### src/psg_env_pkg.sv
`timescale 1ns / 1ps

package psg_env_pkg;

    // Field and register widths
    localparam int unsigned BYTE_W   = 8;
    localparam int unsigned PERIOD_W = 2 * BYTE_W;
    localparam int unsigned SHAPE_W  = 4;
    localparam int unsigned LEVEL_W  = 4;
    localparam int unsigned POS_W    = 32;
    localparam int unsigned CLK_W    = 25;
    localparam int unsigned RATE_W   = 18;
    localparam int unsigned SPF_W    = 12;
    localparam int unsigned CFG_W    = CLK_W;
    localparam int unsigned CFG_IDX_W = 2;

    // Step arithmetic
    localparam int unsigned STEP_SHIFT = 23;
    localparam int unsigned NUM_W      = CLK_W + STEP_SHIFT;
    localparam int unsigned DEN_W      = PERIOD_W + RATE_W;
    localparam int unsigned PROD_W     = POS_W + SPF_W;
    localparam int unsigned SUM_W      = PROD_W + 1;
    localparam int unsigned DIV_STEPS  = NUM_W;
    localparam int unsigned CNT_W      = $clog2(DIV_STEPS);
    localparam logic [CNT_W-1:0] DIV_LAST = CNT_W'(DIV_STEPS - 1);
    localparam logic [PERIOD_W-1:0] MIN_PERIOD = PERIOD_W'(3);

    // Level lookup
    localparam int unsigned LEVEL_SHIFT = 27;
    localparam logic [BYTE_W-1:0]  NO_SHAPE_WRITE = 8'hff;
    localparam logic [SHAPE_W-1:0] FIXED_SHAPE    = 4'd10;

    // Configuration register indexes
    typedef enum logic [CFG_IDX_W-1:0] {
        REG_CHIP_CLK         = 2'd0,
        REG_SAMPLE_RATE      = 2'd1,
        REG_FRAME_LEN        = 2'd2,
        REG_FIXED_SHAPE_MODE = 2'd3
    } cfg_reg_t;

    localparam logic [CLK_W-1:0]  RST_CHIP_CLK    = CLK_W'(2000000);
    localparam logic [RATE_W-1:0] RST_SAMPLE_RATE = RATE_W'(44100);
    localparam logic [SPF_W-1:0]  RST_FRAME_LEN   = SPF_W'(882);

    // Ramp segments: {start, end}. 2'b10 falls, 2'b01 rises, 2'b11 holds high.
    typedef logic [1:0] seg_t;
    localparam seg_t WAVE_SEG [16][4] = '{
        '{2'b10, 2'b00, 2'b00, 2'b00}, '{2'b10, 2'b00, 2'b00, 2'b00},
        '{2'b10, 2'b00, 2'b00, 2'b00}, '{2'b10, 2'b00, 2'b00, 2'b00},
        '{2'b01, 2'b00, 2'b00, 2'b00}, '{2'b01, 2'b00, 2'b00, 2'b00},
        '{2'b01, 2'b00, 2'b00, 2'b00}, '{2'b01, 2'b00, 2'b00, 2'b00},
        '{2'b10, 2'b10, 2'b10, 2'b10}, '{2'b10, 2'b00, 2'b00, 2'b00},
        '{2'b10, 2'b01, 2'b10, 2'b01}, '{2'b10, 2'b11, 2'b11, 2'b11},
        '{2'b01, 2'b01, 2'b01, 2'b01}, '{2'b01, 2'b11, 2'b11, 2'b11},
        '{2'b01, 2'b10, 2'b01, 2'b10}, '{2'b01, 2'b00, 2'b00, 2'b00}
    };

    // Microprogram
    localparam int unsigned PC_W = 3;

    typedef enum logic [2:0] {
        OP_NOP,
        OP_LOAD,
        OP_SETUP,
        OP_DIV,
        OP_MUL,
        OP_EMIT
    } op_t;

    typedef enum logic [2:0] {
        COND_NEXT,
        COND_WAIT_IN,
        COND_WAIT_OUT,
        COND_LOOP,
        COND_JUMP
    } cond_t;

    typedef struct packed {
        op_t             op;
        cond_t           cond;
        logic [PC_W-1:0] target;
        logic            cnt_load;
    } ctrl_word_t;

    typedef struct packed {
        op_t  op;
        logic en;
        logic in_ready;
    } seq_ctrl_t;

    localparam logic [PC_W-1:0] PC_LOAD = 3'd0;
    localparam logic [PC_W-1:0] PC_DIV  = 3'd2;
    localparam logic [PC_W-1:0] PC_EMIT = 3'd4;

    function automatic ctrl_word_t rom_word(input logic [PC_W-1:0] pc);
        ctrl_word_t w;
        case (pc)
            3'd0: w = '{op: OP_LOAD,  cond: COND_WAIT_IN,  target: PC_LOAD, cnt_load: 1'b0};
            3'd1: w = '{op: OP_SETUP, cond: COND_NEXT,     target: PC_LOAD, cnt_load: 1'b1};
            3'd2: w = '{op: OP_DIV,   cond: COND_LOOP,     target: PC_DIV,  cnt_load: 1'b0};
            3'd3: w = '{op: OP_MUL,   cond: COND_NEXT,     target: PC_LOAD, cnt_load: 1'b0};
            3'd4: w = '{op: OP_EMIT,  cond: COND_WAIT_OUT, target: PC_EMIT, cnt_load: 1'b0};
            default: w = '{op: OP_NOP, cond: COND_JUMP,    target: PC_LOAD, cnt_load: 1'b0};
        endcase
        return w;
    endfunction

    function automatic logic [LEVEL_W-1:0] env_level(
        input logic [SHAPE_W-1:0] shape,
        input logic               phase,
        input logic [POS_W-1:0]   pos
    );
        logic [4:0]         idx;
        logic [1:0]         seg;
        seg_t               ab;
        logic [LEVEL_W-1:0] lvl;
        idx = pos[LEVEL_SHIFT +: 5];
        seg = {phase, idx[4]};
        ab  = WAVE_SEG[shape][seg];
        case (ab)
            2'b11:   lvl = 4'hf;
            2'b10:   lvl = ~idx[3:0];
            2'b01:   lvl = idx[3:0];
            default: lvl = 4'h0;
        endcase
        return lvl;
    endfunction

endpackage

### src/psg_env_seq.sv
`timescale 1ns / 1ps

module psg_env_seq (
    input  logic                  aclk,
    input  logic                  aresetn,
    input  logic                  in_valid,
    input  logic                  out_full,
    output psg_env_pkg::seq_ctrl_t ctrl
);

    logic [psg_env_pkg::PC_W-1:0]  pc_reg, pc_next;
    logic [psg_env_pkg::CNT_W-1:0] cnt_reg, cnt_next;
    psg_env_pkg::ctrl_word_t       word;
    logic                          en;

    always_comb begin
        word     = psg_env_pkg::rom_word(pc_reg);
        pc_next  = pc_reg + 1'b1;
        cnt_next = cnt_reg;
        en       = 1'b1;
        case (word.cond)
            psg_env_pkg::COND_WAIT_IN: begin
                if (!in_valid) begin
                    en      = 1'b0;
                    pc_next = word.target;
                end
            end
            psg_env_pkg::COND_WAIT_OUT: begin
                if (out_full) begin
                    en      = 1'b0;
                    pc_next = word.target;
                end
            end
            psg_env_pkg::COND_LOOP: begin
                if (cnt_reg != '0) begin
                    pc_next  = word.target;
                    cnt_next = cnt_reg - 1'b1;
                end
            end
            psg_env_pkg::COND_JUMP: begin
                pc_next = word.target;
            end
            default: begin
            end
        endcase
        if (word.cnt_load && en) begin
            cnt_next = psg_env_pkg::DIV_LAST;
        end
        ctrl.op       = word.op;
        ctrl.en       = en;
        ctrl.in_ready = (word.cond == psg_env_pkg::COND_WAIT_IN);
    end

    always_ff @(posedge aclk) begin
        if (!aresetn) begin
            pc_reg  <= psg_env_pkg::PC_LOAD;
            cnt_reg <= '0;
        end else begin
            pc_reg  <= pc_next;
            cnt_reg <= cnt_next;
        end
    end

endmodule

### src/psg_env_dp.sv
`timescale 1ns / 1ps

module psg_env_dp (
    input  logic                                aclk,
    input  logic                                aresetn,
    input  psg_env_pkg::seq_ctrl_t              ctrl,
    input  logic [psg_env_pkg::CLK_W-1:0]       chip_clk_hz,
    input  logic [psg_env_pkg::RATE_W-1:0]      sample_rate,
    input  logic [psg_env_pkg::SPF_W-1:0]       frame_len,
    input  logic                                fixed_shape_mode,
    input  logic [psg_env_pkg::BYTE_W-1:0]      period_low,
    input  logic [psg_env_pkg::BYTE_W-1:0]      period_high,
    input  logic [psg_env_pkg::BYTE_W-1:0]      shape_byte,
    output logic [psg_env_pkg::LEVEL_W-1:0]     env_level
);

    // Frame payload
    logic [psg_env_pkg::PERIOD_W-1:0] per_reg, per_next;
    logic                             wr_reg, wr_next;
    logic [psg_env_pkg::SHAPE_W-1:0]  new_shape_reg, new_shape_next;

    // Division and product
    logic [psg_env_pkg::DEN_W-1:0]  den_reg, den_next;
    logic [psg_env_pkg::DEN_W-1:0]  rem_reg, rem_next;
    logic [psg_env_pkg::NUM_W-1:0]  quo_reg, quo_next;
    logic [psg_env_pkg::PROD_W-1:0] prod_reg, prod_next;

    // Envelope state
    logic [psg_env_pkg::SHAPE_W-1:0] shape_reg, shape_next;
    logic                            phase_reg, phase_next;
    logic [psg_env_pkg::POS_W-1:0]   pos_reg, pos_next;

    logic                            shape_wr;
    logic [psg_env_pkg::DEN_W:0]     trial;
    logic                            ge;
    logic [psg_env_pkg::POS_W-1:0]   step;
    logic [psg_env_pkg::SUM_W-1:0]   sum;

    always_comb begin
        per_next       = per_reg;
        wr_next        = wr_reg;
        new_shape_next = new_shape_reg;
        den_next       = den_reg;
        rem_next       = rem_reg;
        quo_next       = quo_reg;
        prod_next      = prod_reg;
        shape_next     = shape_reg;
        phase_next     = phase_reg;
        pos_next       = pos_reg;

        shape_wr = (shape_byte != psg_env_pkg::NO_SHAPE_WRITE);
        trial    = {rem_reg, quo_reg[psg_env_pkg::NUM_W-1]};
        ge       = (trial >= {1'b0, den_reg});
        step     = (per_reg < psg_env_pkg::MIN_PERIOD) ? '0
                                                       : quo_reg[psg_env_pkg::POS_W-1:0];
        sum      = psg_env_pkg::SUM_W'(pos_reg) + psg_env_pkg::SUM_W'(prod_reg);

        if (ctrl.en) begin
            case (ctrl.op)
                psg_env_pkg::OP_LOAD: begin
                    wr_next = shape_wr;
                    if (shape_wr && fixed_shape_mode) begin
                        per_next       = {{psg_env_pkg::BYTE_W{1'b0}}, period_low};
                        new_shape_next = psg_env_pkg::FIXED_SHAPE;
                    end else begin
                        per_next       = {period_high, period_low};
                        new_shape_next = shape_byte[psg_env_pkg::SHAPE_W-1:0];
                    end
                end
                psg_env_pkg::OP_SETUP: begin
                    den_next = psg_env_pkg::DEN_W'(per_reg) * psg_env_pkg::DEN_W'(sample_rate);
                    rem_next = '0;
                    quo_next = {chip_clk_hz, {psg_env_pkg::STEP_SHIFT{1'b0}}};
                    if (wr_reg) begin
                        shape_next = new_shape_reg;
                        phase_next = 1'b0;
                        pos_next   = '0;
                    end
                end
                psg_env_pkg::OP_DIV: begin
                    // One restoring step: a zero divisor yields all ones.
                    rem_next = ge ? psg_env_pkg::DEN_W'(trial - {1'b0, den_reg})
                                  : trial[psg_env_pkg::DEN_W-1:0];
                    quo_next = {quo_reg[psg_env_pkg::NUM_W-2:0], ge};
                end
                psg_env_pkg::OP_MUL: begin
                    prod_next = psg_env_pkg::PROD_W'(step) * psg_env_pkg::PROD_W'(frame_len);
                end
                psg_env_pkg::OP_EMIT: begin
                    pos_next = sum[psg_env_pkg::POS_W-1:0];
                    if (sum[psg_env_pkg::SUM_W-1:psg_env_pkg::POS_W] != '0) begin
                        phase_next = 1'b1;
                    end
                end
                default: begin
                end
            endcase
        end

        env_level = psg_env_pkg::env_level(shape_reg, phase_reg, pos_reg);
    end

    always_ff @(posedge aclk) begin
        per_reg       <= per_next;
        wr_reg        <= wr_next;
        new_shape_reg <= new_shape_next;
        den_reg       <= den_next;
        rem_reg       <= rem_next;
        quo_reg       <= quo_next;
        prod_reg      <= prod_next;
    end

    always_ff @(posedge aclk) begin
        if (!aresetn) begin
            shape_reg <= '0;
            phase_reg <= 1'b0;
            pos_reg   <= '0;
        end else begin
            shape_reg <= shape_next;
            phase_reg <= phase_next;
            pos_reg   <= pos_next;
        end
    end

endmodule

### src/psg_envelope_generator_top.sv
`timescale 1ns / 1ps

// Envelope generator of a programmable sound generator, stepped once per player frame.
// Input channel (s_): one beat per frame carrying the envelope period bytes and the shape
// byte, where 0xFF means that the frame writes no shape. Result channel (m_): one beat per
// frame carrying the 0..15 envelope level after the frame's shape write and before the
// frame's advance. Both channels use valid/ready; a beat moves when both are high.
// The work is run by a small microprogram: load, set-up, 48 restoring division steps for
// the phase step, one multiply by samples per frame, then emit and advance. The input is
// ready only at the load step, so a new frame is taken only once the last one has passed
// the emit step and the jump step back to load. The result sits in an output register, so
// a further frame is accepted and worked on while an earlier result still waits; if the
// receiver stalls, the sequencer holds at the emit step until the register is free, and
// nothing is lost. Reset (aresetn, synchronous, active low) restores the default
// configuration, clears the shape, phase and position, and drops m_valid. Configuration
// is written through cfg_wr_en, cfg_index and cfg_wdata, one register per cycle; the user
// must write it only while the block is idle, which the block itself does not enforce.
module psg_envelope_generator_top (
    input  logic                                 aclk,
    input  logic                                 aresetn,
    input  logic                                 cfg_wr_en,
    input  logic [psg_env_pkg::CFG_IDX_W-1:0]    cfg_index,
    input  logic [psg_env_pkg::CFG_W-1:0]        cfg_wdata,
    input  logic                                 s_valid,
    output logic                                 s_ready,
    input  logic [psg_env_pkg::BYTE_W-1:0]       s_period_low,
    input  logic [psg_env_pkg::BYTE_W-1:0]       s_period_high,
    input  logic [psg_env_pkg::BYTE_W-1:0]       s_shape_byte,
    output logic                                 m_valid,
    input  logic                                 m_ready,
    output logic [psg_env_pkg::LEVEL_W-1:0]      m_env_level
);

    // Configuration registers
    logic [psg_env_pkg::CLK_W-1:0]  chip_clk_reg, chip_clk_next;
    logic [psg_env_pkg::RATE_W-1:0] sample_rate_reg, sample_rate_next;
    logic [psg_env_pkg::SPF_W-1:0]  spf_reg, spf_next;
    logic                           fixed_shape_reg, fixed_shape_next;

    // Output register
    logic                              m_valid_reg, m_valid_next;
    logic [psg_env_pkg::LEVEL_W-1:0]   m_level_reg, m_level_next;

    psg_env_pkg::seq_ctrl_t           ctrl;
    logic [psg_env_pkg::LEVEL_W-1:0]  level;
    logic                             out_full;
    logic                             emit_fire;

    // The slot counts as free when its current beat is being taken this cycle.
    assign out_full  = m_valid_reg && !m_ready;
    assign emit_fire = ctrl.en && (ctrl.op == psg_env_pkg::OP_EMIT);

    assign s_ready     = ctrl.in_ready;
    assign m_valid     = m_valid_reg;
    assign m_env_level = m_level_reg;

    always_comb begin
        chip_clk_next    = chip_clk_reg;
        sample_rate_next = sample_rate_reg;
        spf_next         = spf_reg;
        fixed_shape_next = fixed_shape_reg;
        if (cfg_wr_en) begin
            case (cfg_index)
                psg_env_pkg::REG_CHIP_CLK:
                    chip_clk_next = cfg_wdata[psg_env_pkg::CLK_W-1:0];
                psg_env_pkg::REG_SAMPLE_RATE:
                    sample_rate_next = cfg_wdata[psg_env_pkg::RATE_W-1:0];
                psg_env_pkg::REG_FRAME_LEN:
                    spf_next = cfg_wdata[psg_env_pkg::SPF_W-1:0];
                psg_env_pkg::REG_FIXED_SHAPE_MODE:
                    fixed_shape_next = cfg_wdata[0];
                default: begin
                end
            endcase
        end

        m_valid_next = m_valid_reg;
        m_level_next = m_level_reg;
        if (emit_fire) begin
            m_valid_next = 1'b1;
            m_level_next = level;
        end else if (m_ready) begin
            m_valid_next = 1'b0;
        end
    end

    always_ff @(posedge aclk) begin
        if (!aresetn) begin
            chip_clk_reg    <= psg_env_pkg::RST_CHIP_CLK;
            sample_rate_reg <= psg_env_pkg::RST_SAMPLE_RATE;
            spf_reg         <= psg_env_pkg::RST_FRAME_LEN;
            fixed_shape_reg <= 1'b0;
            m_valid_reg     <= 1'b0;
        end else begin
            chip_clk_reg    <= chip_clk_next;
            sample_rate_reg <= sample_rate_next;
            spf_reg         <= spf_next;
            fixed_shape_reg <= fixed_shape_next;
            m_valid_reg     <= m_valid_next;
        end
    end

    always_ff @(posedge aclk) begin
        m_level_reg <= m_level_next;
    end

    psg_env_seq u_seq (
        .aclk     (aclk),
        .aresetn  (aresetn),
        .in_valid (s_valid),
        .out_full (out_full),
        .ctrl     (ctrl)
    );

    psg_env_dp u_dp (
        .aclk              (aclk),
        .aresetn           (aresetn),
        .ctrl              (ctrl),
        .chip_clk_hz       (chip_clk_reg),
        .sample_rate       (sample_rate_reg),
        .frame_len         (spf_reg),
        .fixed_shape_mode  (fixed_shape_reg),
        .period_low        (s_period_low),
        .period_high       (s_period_high),
        .shape_byte        (s_shape_byte),
        .env_level         (level)
    );

    // A result is only written into a free output slot.
    assert property (@(posedge aclk) disable iff (!aresetn) emit_fire |-> !out_full)
        else $error("result emitted into an occupied output register");

    // The sequencer never offers to take a frame in the cycle it emits one.
    assert property (@(posedge aclk) disable iff (!aresetn) !(s_ready && emit_fire))
        else $error("input ready while emitting a result");

    // Once a frame is taken the input closes until the frame has been worked through.
    assert property (@(posedge aclk) disable iff (!aresetn) (s_valid && s_ready) |=> !s_ready)
        else $error("input still ready after an accept");

    // After the emit step the sequencer passes the jump step and then returns to the load step.
    assert property (@(posedge aclk) disable iff (!aresetn) emit_fire |=> ##1 s_ready)
        else $error("sequencer did not return to the load step after emitting");

endmodule
### config.mk
export PLATFORM = sky130hd
export DESIGN_NAME = psg_envelope_generator_top
export DESIGN_NICKNAME = d
export VERILOG_FILES = /design/src/psg_env_pkg.sv /design/src/psg_env_seq.sv /design/src/psg_env_dp.sv /design/src/psg_envelope_generator_top.sv
export SDC_FILE = /design/constraint.sdc
export NUM_CORES = 2
export LEC_CHECK = 0
export ABC_CLOCK_PERIOD_IN_PS = 8600
export BUFFER_PORTS_ARGS = -buffer_cell sky130_fd_sc_hd__buf_2
export CORE_MARGIN = 2
export CORE_UTILIZATION = 30
export CTS_BUF_LIST = sky130_fd_sc_hd__clkbuf_8
export DETAILED_ROUTE_END_ITERATION = 16
export PLACE_DENSITY = 0.41
export SLEW_MARGIN = 20
export SYNTH_ARGS = -nofsm -noshare
export SYNTH_HDL_FRONTEND = slang
export SYNTH_SLANG_ARGS = --single-unit
### constraint.sdc
create_clock -name aclk -period 8.6 [get_ports aclk]
set_input_delay 0 -clock aclk [delete_from_list [all_inputs] [get_ports aclk]]
set_output_delay 0 -clock aclk [all_outputs]
set_load 0.01 [all_outputs]
==> metrics <==
crit path DAT 8190 ps; WHS 100 ps; Placement Setup Slack 863 ps; total nets after synthesis 4941; Yosys reg bits 288; number of remaining DRC errors 0; cell mode on critical path fa_1; R2R cell count 24; cells along the critical path nor4_1 > nand4_1 > buf_12 > and2_1 > nand2_1 > fa_1 > inv_1 > fa_1 > fa_1 > fa_1 > inv_1 > fa_1 > inv_1 > ha_1 > a21oi_1 > o21ai_0 > a31oi_1 > buf_4 > or4_1 > a41o_1 > o32a_1 > nand2b_1 > a31oi_1 > xnor2_1; HPWL Detailed 79800 µm; number of global-route vias before repair 28800; required time worst endpoint 9050 ps; global-route wire length before repair 164000 µm; CTS clock-pin slew for the worst setup and hold paths 60 ps; Netlist cell types 81; Final GP Congestion 0.806; H-tree level count 2; setup_tns 0 ps; asr flop ratio synth 0; Fmax achieved 0.129 GHz; largest net degree at the start of global routing 116; Hold Crit Start cfg_wdata[17]; Crit Path Max Fanout 115; DRT Wirelength 102000 µm; Via density 4.71; # port buffers 61; Core Rows 127; Warnings, synthesis 0; slew of the pin with the lowest slew margin 1120 ps; initial core utilization 0.303; via count 27300; Tot GR Track Use 0.166; crit end category flop; final setup margin 864 ps; Fillers 12800; average size of a mapped cell 8.88 µm²; Main synth FF type edfxtp_1; # setup viols final 0; Reg2Reg Setup Slack 860 ps; final slew viol count 0; commonest non-fill, non-tap cell in the layout nand2_1; Cells on Worst Hold Path 4; post-cts sizing count 0; # IOs 62; RSZ-0062 raised after global routing false; most frequent cells in the layout nand2_1 (795), inv_1 (672), fa_1 (524); R2R Path End u_dp.prod_reg[39]; max reg flops 48; clock sink total 288; crit path time final 7740 ps; Die Span Y 352 µm; initial antenna violation count 2; number of synthesized flops with an enable pin 185; Root Driver clkbuf_8; clock insertion delay at the later pin of the skew report 720 ps; Syn Inst Count 4098; number of CTS-inserted buffers 58; CP delay by family, top adder cells; Tightest Hold Check Type input port to flop; Max Cap Violations 0; CTS Buffer Depth 3; slowest stage delay, CP 830 ps; WL/cell 17.7 µm; period utilization 0.900; CP max stage cell edfxtp_1; die extent in x 352 µm; reg2reg start u_dp.per_reg[13]; Cell Area, Synth 0.0364 mm²; hold buffer count at CTS 85; Routed Antenna Nets 0; DIE AREA 0.124 mm²; crit path launch type flop; final hold violation count 0; Hold Path End chip_clk_reg[17]; status finished, final reports clean; share of layout cells above drive strength 1 0.0571; DR pass1 iterations 5; Setup Skew 37.2 ps; fin nets 4977; grt ovf 0; 1st-iter DRT viols 1473; CTS tree done; core area 0.120 mm²; crit path kind flop to flop; post-synthesis sequential area ratio 0.209; CP bufs+invs 5; Area Growth Syn to Fin 10.8%; Post-CTS Setup Inserts 0; Rel. slew slack 0.252
kinds of logic after synthesis:
group,synth area share
AND/OR/NAND/NOR,0.188
buffers and inverters,0.0893
adder cells (fa/ha/maj),0.379
AO/OA/AOI/OAI,0.103
flip-flops,0.209
XOR/XNOR,0.0282
multiplexers,0.00440
worst min-delay path: stages:
cell	delay, ps
dlygate4sd3_1	520
buf_2	130
nand2_1	50
nand3_1	70
cell type report:
class | count | area [µm²] | share of cell area
multi-input combinational | 2947 | 25600 | 0.634
sequential | 288 | 7620 | 0.189
inverter | 647 | 2430 | 0.0602
tap | 1612 | 2020 | 0.0500
timing repair buffer | 192 | 1520 | 0.0376
clock buffer | 64 | 881 | 0.0218
clock inverter | 45 | 303 | 0.00751
antenna | 1 | 2.50 | 0.0000620
cells in the mapped netlist (all sizes together) (6+ instances only):
| cell | n | area [µm²] |
|---|---|---|
| nor4 | 9 | 62.6 |
| a21boi | 57 | 428 |
| dfxtp | 103 | 2060 |
| o31ai | 8 | 60.1 |
| and3 | 126 | 788 |
| and2 | 186 | 1160 |
| nor2b | 18 | 113 |
| clkbuf | 198 | 746 |
| o21a | 25 | 188 |
| a21o | 72 | 542 |
| a211oi | 22 | 170 |
| a221oi | 6 | 52.6 |
| nand3 | 85 | 430 |
| ha | 263 | 3290 |
| o21ai | 111 | 559 |
| nand2 | 795 | 2980 |
| edfxtp | 185 | 5560 |
| o2111ai | 6 | 52.6 |
| a31o | 8 | 70.1 |
| buf | 18 | 75.1 |
| mux2 | 8 | 90.1 |
| or3 | 20 | 126 |
| a21oi | 150 | 751 |
| mux2i | 7 | 70.1 |
| nor2 | 95 | 357 |
| o211ai | 11 | 82.6 |
| inv | 647 | 2430 |
| xor2 | 36 | 315 |
| xnor2 | 81 | 709 |
| a31oi | 27 | 169 |
| nand4 | 27 | 169 |
| o21bai | 17 | 128 |
| fa | 524 | 10500 |
| and4 | 11 | 97.6 |
| or2 | 13 | 81.3 |
| nand2b | 19 | 119 |
| nor3 | 32 | 160 |
stage by stage:
step,utilization,cells,instance area [µm²]
after floorplan,-,4098,36400
after global placement,0.319,5601,38300
after detailed placement,0.319,5601,38300
after CTS,0.336,5795,40300
after global routing,0.336,5796,40300
final,0.336,5796,40300
worst max path at each step:
stage,startpoint,to,slack [ps],cells past startpoint
4_1_cts,u_dp.per_reg[13],u_dp.prod_reg[39],830,24
5_1_grt,u_dp.per_reg[13],u_dp.prod_reg[39],350,24
3_3_place_gp,u_dp.per_reg[13],u_dp.prod_reg[39],930,24
6_report,u_dp.per_reg[13],u_dp.prod_reg[39],860,24
2_1_floorplan,u_seq.pc_reg[0],u_dp.quo_reg[0],1460,6
3_5_place_dp,u_dp.per_reg[13],u_dp.prod_reg[36],860,22
routing by layer:
metal,routed length (µm),GRT usage,up-vias
li1,-,-,13200
met1,50900,0.240,13600
met2,46300,0.266,383
met3,3340,0.0192,81
met4,1810,0.0354,0
met5,0,0,-
Power is not shown: default switching activity piles up to over one toggle a cycle in this logic, so the estimate is an artifact.
